## config.mk

```make
export PLATFORM = sky130hd
export DESIGN_NAME = crc_frame_deframer
export DESIGN_NICKNAME = d
export VERILOG_FILES = /design/src/design/crcdf_pkg.sv /design/src/design/crcdf_parser.sv /design/src/design/crcdf_queue.sv /design/src/design/crc_frame_deframer.sv
export SDC_FILE = /design/constraint.sdc
export NUM_CORES = 1
export LEC_CHECK = 0
export BUFFER_PORTS_ARGS = -buffer_cell sky130_fd_sc_hd__buf_2
export CELL_PAD_IN_SITES_DETAIL_PLACEMENT = 1
export CELL_PAD_IN_SITES_GLOBAL_PLACEMENT = 1
export CORE_ASPECT_RATIO = 1.1
export CORE_MARGIN = 3
export CORE_UTILIZATION = 50
export DETAILED_ROUTE_END_ITERATION = 6
export PLACE_DENSITY_LB_ADDON = 0.1
export SYNTH_ARGS = -nofsm -noshare
export SYNTH_HDL_FRONTEND = slang
export SYNTH_SLANG_ARGS = --single-unit
export TNS_END_PERCENT = 30
```

## constraint.sdc

```tcl
create_clock -name clock -period 12 [get_ports clock]
set_input_delay 1.2 -clock clock [delete_from_list [all_inputs] [get_ports clock]]
set_output_delay 1.2 -clock clock [all_outputs]
set_load 0.01 [all_outputs]
```

## src/design/crcdf_pkg.sv

```systemverilog
// ----------------------------------------------------------------------------
// crcdf_pkg
// Shared types, codes and CRC step functions for the frame deframer.
// ----------------------------------------------------------------------------
package crcdf_pkg;

   localparam int QUEUE_DEPTH = 4;

   localparam logic [15:0] HEADER_EXTRA = 16'd6;

   // result kinds
   localparam logic [1:0] KIND_PAYLOAD  = 2'd0;
   localparam logic [1:0] KIND_COMPLETE = 2'd1;
   localparam logic [1:0] KIND_ABORTED  = 2'd2;

   // configuration register indexes
   localparam logic [1:0] CSR_START_FIRST  = 2'd0;
   localparam logic [1:0] CSR_START_SECOND = 2'd1;
   localparam logic [1:0] CSR_END_FIRST    = 2'd2;
   localparam logic [1:0] CSR_END_SECOND   = 2'd3;

   typedef struct packed {
      logic [7:0] start_first;
      logic [7:0] start_second;
      logic [7:0] end_first;
      logic [7:0] end_second;
   } cfg_type;

   typedef struct packed {
      logic [1:0]  item_kind;
      logic [7:0]  payload_byte;
      logic [7:0]  source_addr;
      logic [7:0]  dest_addr;
      logic [7:0]  command_kind;
      logic [7:0]  command_group;
      logic [15:0] command_word;
      logic [15:0] reserved_word;
      logic [15:0] payload_length;
      logic        payload_crc_ok;
   } rec_type;

   // crc-8, reflected, poly 0x31
   function automatic logic [7:0] crc8_step(input logic [7:0] crc, input logic [7:0] b);
      logic [7:0] c;
      c = crc ^ b;
      for (int i = 0; i < 8; i++) begin
         c = c[0] ? ((c >> 1) ^ 8'h8C) : (c >> 1);
      end
      return c;
   endfunction

   // crc-16/xmodem, poly 0x1021
   function automatic logic [15:0] crc16_step(input logic [15:0] crc, input logic [7:0] b);
      logic [15:0] c;
      c = crc ^ {b, 8'h00};
      for (int i = 0; i < 8; i++) begin
         c = c[15] ? ((c << 1) ^ 16'h1021) : (c << 1);
      end
      return c;
   endfunction

endpackage

```

## src/design/crcdf_parser.sv

```systemverilog
// ----------------------------------------------------------------------------
// crcdf_parser
// Front end: walks the frame byte by byte, checks both CRCs and the codes,
// and pushes one result record for each payload byte and frame end.
// ----------------------------------------------------------------------------
module crcdf_parser import crcdf_pkg::*; (
   input  logic       clock,
   input  logic       reset,
   input  logic       in_take,
   input  logic [7:0] in_byte,
   input  cfg_type    cfg,
   output logic       push,
   output rec_type    rec
);

   typedef enum logic [4:0] {
      PH_HUNT, PH_START2, PH_SRC, PH_DST, PH_LEN_LO, PH_LEN_HI, PH_HCRC,
      PH_KIND, PH_GROUP, PH_CMD_LO, PH_CMD_HI, PH_RES_LO, PH_RES_HI,
      PH_PAYLOAD, PH_CRC_LO, PH_CRC_HI, PH_TAIL1, PH_TAIL2
   } phase_type;

   phase_type   phase_ff, phase_in;
   logic [7:0]  hcrc_ff, hcrc_in;
   logic [15:0] bcrc_ff, bcrc_in;
   logic [15:0] left_ff, left_in;
   logic [15:0] len_ff, len_in;
   logic [7:0]  src_ff, src_in;
   logic [7:0]  dst_ff, dst_in;
   logic [7:0]  kind_ff, kind_in;
   logic [7:0]  group_ff, group_in;
   logic [15:0] cmd_ff, cmd_in;
   logic [15:0] res_ff, res_in;
   logic [7:0]  crc_lo_ff, crc_lo_in;
   logic        match_ff, match_in;
   logic        emit;
   logic [1:0]  emit_kind;
   logic [7:0]  emit_byte;

   always_comb begin
      phase_in  = phase_ff;
      hcrc_in   = hcrc_ff;
      bcrc_in   = bcrc_ff;
      left_in   = left_ff;
      len_in    = len_ff;
      src_in    = src_ff;
      dst_in    = dst_ff;
      kind_in   = kind_ff;
      group_in  = group_ff;
      cmd_in    = cmd_ff;
      res_in    = res_ff;
      crc_lo_in = crc_lo_ff;
      match_in  = match_ff;
      emit      = 1'b0;
      emit_kind = KIND_PAYLOAD;
      emit_byte = 8'h00;
      if (in_take) begin
         unique case (phase_ff)
            PH_HUNT: begin
               if (in_byte == cfg.start_first) begin
                  hcrc_in  = crc8_step(8'h00, in_byte);
                  phase_in = PH_START2;
               end
            end
            PH_START2: begin
               if (in_byte == cfg.start_second) begin
                  hcrc_in  = crc8_step(hcrc_ff, in_byte);
                  phase_in = PH_SRC;
               end else begin
                  phase_in = PH_HUNT;
               end
            end
            PH_SRC: begin
               src_in   = in_byte;
               hcrc_in  = crc8_step(hcrc_ff, in_byte);
               phase_in = PH_DST;
            end
            PH_DST: begin
               dst_in   = in_byte;
               hcrc_in  = crc8_step(hcrc_ff, in_byte);
               phase_in = PH_LEN_LO;
            end
            PH_LEN_LO: begin
               len_in   = {8'h00, in_byte};
               hcrc_in  = crc8_step(hcrc_ff, in_byte);
               phase_in = PH_LEN_HI;
            end
            PH_LEN_HI: begin
               len_in   = {in_byte, len_ff[7:0]};
               hcrc_in  = crc8_step(hcrc_ff, in_byte);
               phase_in = ({in_byte, len_ff[7:0]} < HEADER_EXTRA) ? PH_HUNT : PH_HCRC;
            end
            PH_HCRC: begin
               phase_in = (in_byte == hcrc_ff) ? PH_KIND : PH_HUNT;
            end
            PH_KIND: begin
               kind_in  = in_byte;
               bcrc_in  = crc16_step(16'h0000, in_byte);
               phase_in = PH_GROUP;
            end
            PH_GROUP: begin
               group_in = in_byte;
               bcrc_in  = crc16_step(bcrc_ff, in_byte);
               phase_in = PH_CMD_LO;
            end
            PH_CMD_LO: begin
               cmd_in   = {8'h00, in_byte};
               bcrc_in  = crc16_step(bcrc_ff, in_byte);
               phase_in = PH_CMD_HI;
            end
            PH_CMD_HI: begin
               cmd_in   = {in_byte, cmd_ff[7:0]};
               bcrc_in  = crc16_step(bcrc_ff, in_byte);
               phase_in = PH_RES_LO;
            end
            PH_RES_LO: begin
               res_in   = {8'h00, in_byte};
               bcrc_in  = crc16_step(bcrc_ff, in_byte);
               phase_in = PH_RES_HI;
            end
            PH_RES_HI: begin
               res_in   = {in_byte, res_ff[7:0]};
               bcrc_in  = crc16_step(bcrc_ff, in_byte);
               left_in  = len_ff - HEADER_EXTRA;
               phase_in = (len_ff == HEADER_EXTRA) ? PH_CRC_LO : PH_PAYLOAD;
            end
            PH_PAYLOAD: begin
               bcrc_in   = crc16_step(bcrc_ff, in_byte);
               left_in   = left_ff - 16'd1;
               if (left_ff == 16'd1) begin
                  phase_in = PH_CRC_LO;
               end
               emit      = 1'b1;
               emit_byte = in_byte;
            end
            PH_CRC_LO: begin
               crc_lo_in = in_byte;
               phase_in  = PH_CRC_HI;
            end
            PH_CRC_HI: begin
               match_in = (crc_lo_ff == bcrc_ff[7:0]) && (in_byte == bcrc_ff[15:8]);
               phase_in = PH_TAIL1;
            end
            PH_TAIL1: begin
               if (in_byte != cfg.end_first) begin
                  phase_in  = PH_HUNT;
                  emit      = 1'b1;
                  emit_kind = KIND_ABORTED;
               end else begin
                  phase_in = PH_TAIL2;
               end
            end
            PH_TAIL2: begin
               phase_in  = PH_HUNT;
               emit      = 1'b1;
               emit_kind = (in_byte == cfg.end_second) ? KIND_COMPLETE : KIND_ABORTED;
            end
            default: begin
               phase_in = PH_HUNT;
            end
         endcase
      end
   end

   assign push                = emit;
   assign rec.item_kind       = emit_kind;
   assign rec.payload_byte    = emit_byte;
   assign rec.source_addr     = src_ff;
   assign rec.dest_addr       = dst_ff;
   assign rec.command_kind    = kind_ff;
   assign rec.command_group   = group_ff;
   assign rec.command_word    = cmd_ff;
   assign rec.reserved_word   = res_ff;
   assign rec.payload_length  = len_ff - HEADER_EXTRA;
   assign rec.payload_crc_ok  = (emit_kind == KIND_PAYLOAD) ? 1'b0 : match_ff;

   always_ff @(posedge clock) begin
      if (reset) begin
         phase_ff  <= PH_HUNT;
         hcrc_ff   <= '0;
         bcrc_ff   <= '0;
         left_ff   <= '0;
         len_ff    <= '0;
         src_ff    <= '0;
         dst_ff    <= '0;
         kind_ff   <= '0;
         group_ff  <= '0;
         cmd_ff    <= '0;
         res_ff    <= '0;
         crc_lo_ff <= '0;
         match_ff  <= 1'b0;
      end else begin
         phase_ff  <= phase_in;
         hcrc_ff   <= hcrc_in;
         bcrc_ff   <= bcrc_in;
         left_ff   <= left_in;
         len_ff    <= len_in;
         src_ff    <= src_in;
         dst_ff    <= dst_in;
         kind_ff   <= kind_in;
         group_ff  <= group_in;
         cmd_ff    <= cmd_in;
         res_ff    <= res_in;
         crc_lo_ff <= crc_lo_in;
         match_ff  <= match_in;
      end
   end

   a_emit_phase: assert property (@(posedge clock) disable iff (reset)
      push |-> (phase_ff == PH_PAYLOAD || phase_ff == PH_TAIL1 || phase_ff == PH_TAIL2))
      else $error("result pushed outside payload or tail phase");

   a_payload_left: assert property (@(posedge clock) disable iff (reset)
      phase_ff == PH_PAYLOAD |-> left_ff != 16'd0)
      else $error("payload phase with no bytes left");

   a_payload_flag: assert property (@(posedge clock) disable iff (reset)
      (push && rec.item_kind == KIND_PAYLOAD) |-> !rec.payload_crc_ok)
      else $error("crc flag set on payload beat");

endmodule

```

## src/design/crcdf_queue.sv

```systemverilog
// ----------------------------------------------------------------------------
// crcdf_queue
// Back end: small result queue between the parser and the result channel;
// its head entry is the registered output.
// ----------------------------------------------------------------------------
module crcdf_queue import crcdf_pkg::*; (
   input  logic    clock,
   input  logic    reset,
   input  logic    push,
   input  rec_type push_rec,
   output logic    full,
   output logic    out_valid,
   input  logic    out_ready,
   output rec_type out_rec
);

   localparam int PTR_W = $clog2(QUEUE_DEPTH);
   localparam int CNT_W = $clog2(QUEUE_DEPTH + 1);

   rec_type            slot_ff [QUEUE_DEPTH];
   logic [PTR_W-1:0]   wr_ptr_ff, wr_ptr_in;
   logic [PTR_W-1:0]   rd_ptr_ff, rd_ptr_in;
   logic [CNT_W-1:0]   count_ff, count_in;
   logic               pop;

   assign full      = (count_ff == CNT_W'(QUEUE_DEPTH));
   assign out_valid = (count_ff != '0);
   assign out_rec   = slot_ff[rd_ptr_ff];
   assign pop       = out_valid && out_ready;

   always_comb begin
      wr_ptr_in = push ? PTR_W'((32'(wr_ptr_ff) + 1) % QUEUE_DEPTH) : wr_ptr_ff;
      rd_ptr_in = pop  ? PTR_W'((32'(rd_ptr_ff) + 1) % QUEUE_DEPTH) : rd_ptr_ff;
      count_in  = count_ff;
      if (push && !pop) begin
         count_in = count_ff + CNT_W'(1);
      end else if (pop && !push) begin
         count_in = count_ff - CNT_W'(1);
      end
   end

   always_ff @(posedge clock) begin
      if (push) begin
         slot_ff[wr_ptr_ff] <= push_rec;
      end
      if (reset) begin
         wr_ptr_ff <= '0;
         rd_ptr_ff <= '0;
         count_ff  <= '0;
      end else begin
         wr_ptr_ff <= wr_ptr_in;
         rd_ptr_ff <= rd_ptr_in;
         count_ff  <= count_in;
      end
   end

   a_count_range: assert property (@(posedge clock) disable iff (reset)
      count_ff <= CNT_W'(QUEUE_DEPTH))
      else $error("queue count beyond depth");

   a_no_overflow: assert property (@(posedge clock) disable iff (reset)
      full |-> !push)
      else $error("push into full queue");

   a_count_grow: assert property (@(posedge clock) disable iff (reset)
      (push && !pop) |=> count_ff == $past(count_ff) + CNT_W'(1))
      else $error("queue count did not follow push");

endmodule

```

## src/design/crc_frame_deframer.sv

```systemverilog
// ----------------------------------------------------------------------------
// crc_frame_deframer
// Frame parser with crc-8 header check and crc-16 body check.
// ----------------------------------------------------------------------------
// One received byte is taken per cycle on the req channel whenever the result
// queue has room; each byte is parsed in the cycle it is accepted and any
// result it causes (payload byte or frame end) goes into the result queue,
// whose head drives rsp. A four-entry result queue lets the sink stall
// without stopping the byte stream until the queue is full, at which point
// req_ready drops until a rsp beat is taken. The user must write the code
// registers through the csr port only while no frame is in flight; the block itself does not enforce this.
module crc_frame_deframer import crcdf_pkg::*; (
   input  logic        clock,
   input  logic        reset,
   input  logic        req_valid,
   output logic        req_ready,
   input  logic [7:0]  req_rx_byte,
   output logic        rsp_valid,
   input  logic        rsp_ready,
   output logic [1:0]  rsp_item_kind,
   output logic [7:0]  rsp_payload_byte,
   output logic [7:0]  rsp_source_addr,
   output logic [7:0]  rsp_dest_addr,
   output logic [7:0]  rsp_command_kind,
   output logic [7:0]  rsp_command_group,
   output logic [15:0] rsp_command_word,
   output logic [15:0] rsp_reserved_word,
   output logic [15:0] rsp_payload_length,
   output logic        rsp_payload_crc_ok,
   input  logic        csr_write_en,
   input  logic [1:0]  csr_index,
   input  logic [7:0]  csr_wdata
);

   cfg_type cfg_ff;
   logic    take;
   logic    push;
   logic    full;
   rec_type push_rec;
   rec_type head_rec;

   always_ff @(posedge clock) begin
      if (reset) begin
         cfg_ff <= '0;
      end else if (csr_write_en) begin
         unique case (csr_index)
            CSR_START_FIRST:  cfg_ff.start_first  <= csr_wdata;
            CSR_START_SECOND: cfg_ff.start_second <= csr_wdata;
            CSR_END_FIRST:    cfg_ff.end_first    <= csr_wdata;
            CSR_END_SECOND:   cfg_ff.end_second   <= csr_wdata;
            default: begin
            end
         endcase
      end
   end

   assign req_ready = !full;
   assign take      = req_valid && req_ready;

   crcdf_parser u_parser (
      .clock   (clock),
      .reset   (reset),
      .in_take (take),
      .in_byte (req_rx_byte),
      .cfg     (cfg_ff),
      .push    (push),
      .rec     (push_rec)
   );

   crcdf_queue u_queue (
      .clock     (clock),
      .reset     (reset),
      .push      (push),
      .push_rec  (push_rec),
      .full      (full),
      .out_valid (rsp_valid),
      .out_ready (rsp_ready),
      .out_rec   (head_rec)
   );

   assign rsp_item_kind      = head_rec.item_kind;
   assign rsp_payload_byte   = head_rec.payload_byte;
   assign rsp_source_addr    = head_rec.source_addr;
   assign rsp_dest_addr      = head_rec.dest_addr;
   assign rsp_command_kind   = head_rec.command_kind;
   assign rsp_command_group  = head_rec.command_group;
   assign rsp_command_word   = head_rec.command_word;
   assign rsp_reserved_word  = head_rec.reserved_word;
   assign rsp_payload_length = head_rec.payload_length;
   assign rsp_payload_crc_ok = head_rec.payload_crc_ok;

endmodule

```

==> results of run 1 <==
-- per-layer routing --
metal | share of wire (%) | track usage, % | routed length, um
met5 | 0 | 0 | 0
met2 | 50 | 39.94 | 26770
met4 | 1.6 | 4.741 | 852
met1 | 44 | 32.59 | 23800
met3 | 4.0 | 3.344 | 2151
-- metrics by stage --
| stage | hold slack (ns) | setup slack (ns) | instance area [sq um] |
|---|---|---|---|
| after floorplan | 0.4320 | 6.955 | 21930 |
| after global placement | 0.4473 | 7.496 | 22940 |
| after detailed placement | 0.4500 | 7.457 | 22940 |
| after CTS | 0.4631 | 7.348 | 24610 |
| after global routing | 0.5028 | 7.197 | 24610 |
| final | 0.4603 | 7.526 | 24610 |
-- registers in the layout, indices dropped and copies added, names as in the netlist, 5 cells and up, named ones only --
name / count
u_parser.hcrc_ff: 8
u_parser.crc_lo_ff: 8
u_parser.cmd_ff: 16
u_parser.bcrc_ff: 16
u_parser.dst_ff: 8
u_parser.kind_ff: 8
u_parser.len_ff: 16
u_parser.left_ff: 16
u_parser.phase_ff: 5
u_queue.slot_ff: 364
u_parser.group_ff: 8
u_parser.src_ff: 8
u_parser.res_ff: 16
cfg_ff: 32
-- power by group --
part | total [uW] | switching (uW) | internal, uW
Clock | 1590 | 691 | 899
Sequential | 2160 | 97.1 | 2060
Combinational | 889 | 488 | 401
Total | 4640 | 1280 | 3360
-- kinds of logic (layout without fill, tap and decap cells) --
group	after synthesis	count (layout)	synth area share (%)
AND/OR/NAND/NOR	388	388	8.286
XOR/XNOR	137	137	5.792
multiplexers	179	179	13.36
buffers and inverters	116	244	2.163
AO/OA/AOI/OAI	144	144	4.017
flip-flops	539	539	65.83
adder cells (fa/ha/maj)	9	9	0.5478
-- Yosys cell counts (all sizes together), types with 4 or more instances --
cell type  number
a221oi          4
o21ai          23
nor2b           8
edfxtp        364
or3             9
or2             4
xnor2          63
and3            8
and2            7
or4             5
nand2b          7
mux4           91
clkbuf         70
a31oi           4
xor2           69
nor4           18
a21oi          60
ha              8
xnor3           4
mux2i          88
nand4           8
buf            30
dfxtp         175
a22oi          18
nor2          162
nor3           27
nand3b          5
nand3          38
inv            16
a211oi         19
nand2          72
-- worst paths after layout --
kind	start	end	depth (start not counted)	slack, ns
setup / recovery	register	rsp_dest_addr[4]	3	7.53
hold / removal	u_parser.left_ff[12]	u_parser.left_ff[12]	2	0.46
setup reg to reg	u_parser.phase_ff[0]	u_queue.slot_ff[2][29]	6	7.68
hold reg to reg	u_parser.left_ff[12]	u_parser.left_ff[12]	2	0.46
-- worst max-delay path, cell delays in order (launching register included) --
cell and delay (ns):
dfxtp_4 0.95, buf_4 0.88, mux4_2 0.63, buf_2 0.16
-- area by class of cell --
| class | instances | area [sq um] | area share, % |
|---|---|---|---|
| flip-flops and latches | 539 | 14440 | 58.68 |
| multi-input cells | 857 | 7042 | 28.61 |
| clock buffers | 71 | 1464 | 5.949 |
| well taps | 567 | 709.4 | 2.883 |
| repair buffers | 130 | 690.7 | 2.807 |
| clock inverters | 27 | 201.4 | 0.8186 |
| inverters | 16 | 60.06 | 0.2441 |
==> impl_results.md, run 1 <==
* Largest net degree at the start of global routing at between 90 and 100
* Leading cell types by total area after synthesis: edfxtp_1 50%, dfxtp_1 16%, mux4_2 9.3%
* Minimum clock period at ~4.5 ns
* Skew-Pair Late Insertion Delay at 0.59 ns
* Number of endpoints failing setup at the final stage at 0
* Initial antenna violation count at 0
* Layout overhead on the synthesized area at 12.23%
* DIE HEIGHT at approximately 230 um
* Leakage power total at 0.008660 uW
* Setup bufs post-CTS at 0
* Capturing element type of the critical path: output pin
* Count of cell types in the netlist at 55
* Maximum clock path buffer count at 3
* Global-route wire length before repair at just over 80000 um
* Most common cell after layout, fill and taps aside: edfxtp_1
* Filler cell count in the final layout at between 4000 and 5000
* Clock-pin transition on the worst setup and hold timing paths at about 0.06 ns
* Starting density of the core at 51.23%
* Max-Slew Margin vs Limit at 25.04%
* Hold violation count in the final report at 0
* Placed insts at approximately 2100
* Row cnt at about 80
* Fmax achieved at 223.5 MHz
* Setup repair after global routing missed its margin: no
* Most frequent cells in the layout: 364 x edfxtp_1, 173 x dfxtp_1, 161 x nor2_1
* DP HPWL at 33870 um
* Post-Route Skew at between 0.01 and 0.015 ns
* Final core area utilization at a little under three fifths
* Wire length per cell at between 20 and 25 um
* Part of the cycle the worst path needs at between 30 and 40%
* Number of enable-type register cells in the synthesized netlist at about 360
* Layout cell share with drive strength beyond 1 at 19.33%
* Clock tree from TritonCTS: yes
* Total routing resource utilization after global routing at 23.45%
* PD cells at between 150 and 200 mW/mm^2
* Post-synth top flop: edfxtp_1
* Post-synth top area share at approximately 50%
* Clk root buf: clkbuf_16
* DRC violation count after routing at 0
* Critical path startpoint category: register
* Routed vias at roughly 13000
* Residual antenna-violating net count after detailed routing at 0
* Max_cap viols at 0
* Crit path max fanout at between 40 and 50
* Total congestion overflow at 0
* Worst min-delay path class: reg -> reg
* First-pass iteration count of the detailed router at 5
* YS warnings at 0
* Total clock buffers created by CTS at 52
* Required time worst endpoint at ~11 ns
* Portion of the post-synthesis area used by sequential elements at approximately 66%
* Number of global-route vias before repair at between 10000 and 15000
* Syn Std Cell Area at roughly 0.022 sq mm
* Worst-margin pin slew at 1.124 ns
* Post-CTS Resized at 0
* TNS Setup at 0 ns
* Overall power of the completed layout at ~4600 uW
* Data arrival time of the critical path at between 3 and 4 ns
* Number of buffers inserted for hold repair after clock tree synthesis at 0
* Register bit total from synthesis at 539
* Number of instances in the synthesized netlist at between 1500 and 2000
* CTS sink count at between 500 and 600
* Count of pins on the block boundary at 116
* Ys async rst share at 0%
* Number of slew-limit violations in the final report at 0
* Net Count, Synth at 1544
* # nets final at between 1500 and 2000
* Drt via density at ~5.8
* Die area at approximately 0.046 sq mm
* Mean instance size in the synthesized netlist at between 10 and 15 sq um
* Number of DRC violations after detailed-routing iteration 0 at roughly 830
* Inserted Diodes at 0
* Max rail drop VDD at approximately 0.12 mV
* Routability Congestion at roughly 0.78
* Sum of routed wire length over all layers at between 50000 and 60000 um
* Core region area at 0.04280 sq mm
* DIE WIDTH at 205.7 um
* Post-synthesis cell type with the largest combined area: edfxtp_1
* Final standard cell count with taps included and fillers excluded at 2207
* Number of input and output port buffers inserted at around 120
* Result of the run: completed
* H-tree level count at 2
* Category of the most critical setup path: reg -> out
Note: power is estimated with default switching activity, not from simulation.
==> run 2: changes to the inputs <==
- clock period: 12 -> 4.5 ns (I/O delays scaled with it)
==> run 2 against run 1 <==
Compared with the run above:
- cell count rose by 1.1%
- cell area rose by 1.2%
- core utilization rose by 0.70 points
- first-iteration DRC count fell by 10%
- clock power rose to 2.8 times the previous value
- count of clock-buffer cells in the layout rose by 2
- non-clock buffer count rose by 21
- power rose to 2.7 times the previous value
- register-to-register slack got worse by 6.4 ns
- combinational power rose to 2.7 times the previous value
- sequential cell count did not move
- clock skew fell by 0.0021 ns
- largest cell class unchanged
==> impl_results.md, run 2 (synthesis results as in run 1) <==
* TNS Setup at 0 ns (unchanged)
* Wire length per cell at 24.17 um (-0.40%)
* Worst-margin pin slew at 0.9616 ns (-0.1627 ns)
* Layout overhead on the synthesized area at 13.59%
* Hold slack at 0.1726 ns (-0.2876 ns)
* Die area at 0.04640 sq mm (unchanged)
* Most frequent cells in the layout: 364 x edfxtp_1, 173 x dfxtp_1, 161 x nor2_1
* Count of pins on the block boundary at 116 (unchanged)
* Minimum clock period at between 3 and 4 ns
* Data arrival time of the critical path at 3.49 ns (+0.22 ns)
* Initial antenna violation count at 1 (+1)
* Largest net degree at the start of global routing at 98 (+2.1%)
* Routability Congestion at 0.8441 (+8.2%)
* Total routing resource utilization after global routing at 23.88% (+0.42 points)
* PD cells at 505.8 mW/mm^2 (+170%)
* DIE HEIGHT at 225.6 um (unchanged)
* Total area of multi-input combinational cells at 0.007033 sq mm (-0.12%)
* Starting density of the core at 51.23% (unchanged)
* Capturing element type of the critical path: register
* Post-CTS Resized at 0 (unchanged)
* H-tree level count at 2 (unchanged)
* Fmax achieved at slightly above 300 MHz
* Number of endpoints failing setup at the final stage at 0 (unchanged)
* Setup bufs post-CTS at 0 (unchanged)
* Critical path startpoint category: register
* # nets final at 1651 (+1.4%)
* Clock tree from TritonCTS: yes
* Sum of routed wire length over all layers at 53960 um (+0.73%)
* Hold violation count in the final report at 0 (unchanged)
* Clock-pin transition on the worst setup and hold timing paths at 0.06 ns (about the same)
* Most common cell after layout, fill and taps aside: edfxtp_1
* Skew-Pair Late Insertion Delay at 0.60 ns (about the same)
* Residual antenna-violating net count after detailed routing at 0 (unchanged)
* Part of the cycle the worst path needs at a little over 70%
* Worst min-delay path class: in -> reg
* Largest reg by FF count: u_queue.slot_ff
* Number of input and output port buffers inserted at 115 (unchanged)
* Global-route wire length before repair at 84470 um (+1.9%)
* Number of DRC violations after detailed-routing iteration 0 at 744 (-10%)
* Number of buffers inserted for hold repair after clock tree synthesis at 0 (unchanged)
* DP HPWL at 34460 um (+1.8%)
* Layout cell share with drive strength beyond 1 at 20.24% (+0.91 points)
* Drt via density at 5.763 (-0.31%)
* Required time worst endpoint at 4.77 ns (-6.03 ns)
* CTS sink count at 539 (unchanged)
* Max_cap viols at 0 (unchanged)
* Largest registers: u_queue.slot_ff: 364 flops, cfg_ff: 32 flops
* Result of the run: completed
* Crit path max fanout at 56 (+17%)
* DIE WIDTH at 205.7 um (unchanged)
* DRC violation count after routing at 0 (unchanged)
* Post-Route Skew at 0.01018 ns (-0.002125 ns)
* Leakage power total at 0.008828 uW (+1.9%)
* First-pass iteration count of the detailed router at 5 (unchanged)
* Routed vias at 12860 (+0.82%)
* Clk root buf: clkbuf_16
* Count of cells along the worst hold path at 3 (+1)
* Setup repair after global routing missed its margin: no
* Filler cell count in the final layout at 4097 (+0.66%)
* Max rail drop VDD at 0.3622 mV (+210%)
* Total congestion overflow at 0 (unchanged)
* Max-Slew Margin vs Limit at 35.89% (+11 points)
* Number of global-route vias before repair at 13860 (+3.2%)
* Total clock buffers created by CTS at 54 (+3.8%)
* Inserted Diodes at 0 (unchanged)
* Total area of sequential cells at 0.01444 sq mm (unchanged)
* Number of slew-limit violations in the final report at 0 (unchanged)
* Max FFs per register at 364 (unchanged)
* Maximum clock path buffer count at 3 (unchanged)
* Register-to-Register Path Depth at 7 (+1)
* Row cnt at 79 (unchanged)
* Category of the most critical setup path: reg -> reg
* Core region area at 0.04280 sq mm (unchanged)
-- run 2: cell count changes in the layout (fill, tap and decap cells not counted), sizes merged --
cell / delta
bufinv: +3
clkinvlp: -1
buf: +21
clkbuf: +2
-- run 2: stage by stage --
step           total power (uW)  area, sq um  instances  setup WS, ns  utilization, %
6_report                  12600        24910       2232         1.286           58.19
5_1_grt                   13130        24910       2232         1.036           58.19
4_1_cts                   12730        24910       2232         1.233           58.19
3_5_place_dp               8267        23140       2130         1.039           54.07
3_3_place_gp               8224        23140       2130         1.057           54.07
2_1_floorplan              7421        21930       1512        0.2047               -
-- run 2: worst max-delay path, stage by stage, from the launching register on --
cell     delay [ns]
dfxtp_1        0.30
buf_4          0.28
nor2b_1        0.41
nand3_1        0.21
a31oi_1        0.21
buf_4          0.19
and2_4         0.79
buf_4          0.44
-- run 2: power by group --
part | internal, uW | switching (uW) | leakage (uW)
registers | 5500 | 197 | 0.00475
logic | 1100 | 1330 | 0.00322
clock network | 2580 | 1890 | 0.000854
-- run 2: final cells by class --
class | instances | area share [%]
well taps | 567 | 2.848
inverters | 16 | 0.2411
multi-input cells | 857 | 28.24
repair buffers | 151 | 3.607
flip-flops and latches | 539 | 57.98
clock buffers | 73 | 5.878
clock inverters | 29 | 1.206
-- run 2: metal layers --
metal | vias to the layer above | global-route usage, % | routed length, um
li1 | 5846 | - | -
met1 | 6676 | 33.10 | 23680
met2 | 271 | 40.54 | 26980
met3 | 67 | 3.489 | 2319
met4 | 2 | 5.116 | 959
met5 | - | 0 | 13
-- run 2: worst paths after layout --
check	end	slack (ns)	startpoint
setup / recovery	u_queue.slot_ff[1][42]	1.29	u_parser.phase_ff[0]
hold / removal	cfg_ff[7]	0.17	csr_wdata[7]
setup reg to reg	u_queue.slot_ff[1][42]	1.29	u_parser.phase_ff[0]
hold reg to reg	u_parser.left_ff[12]	0.48	u_parser.left_ff[12]
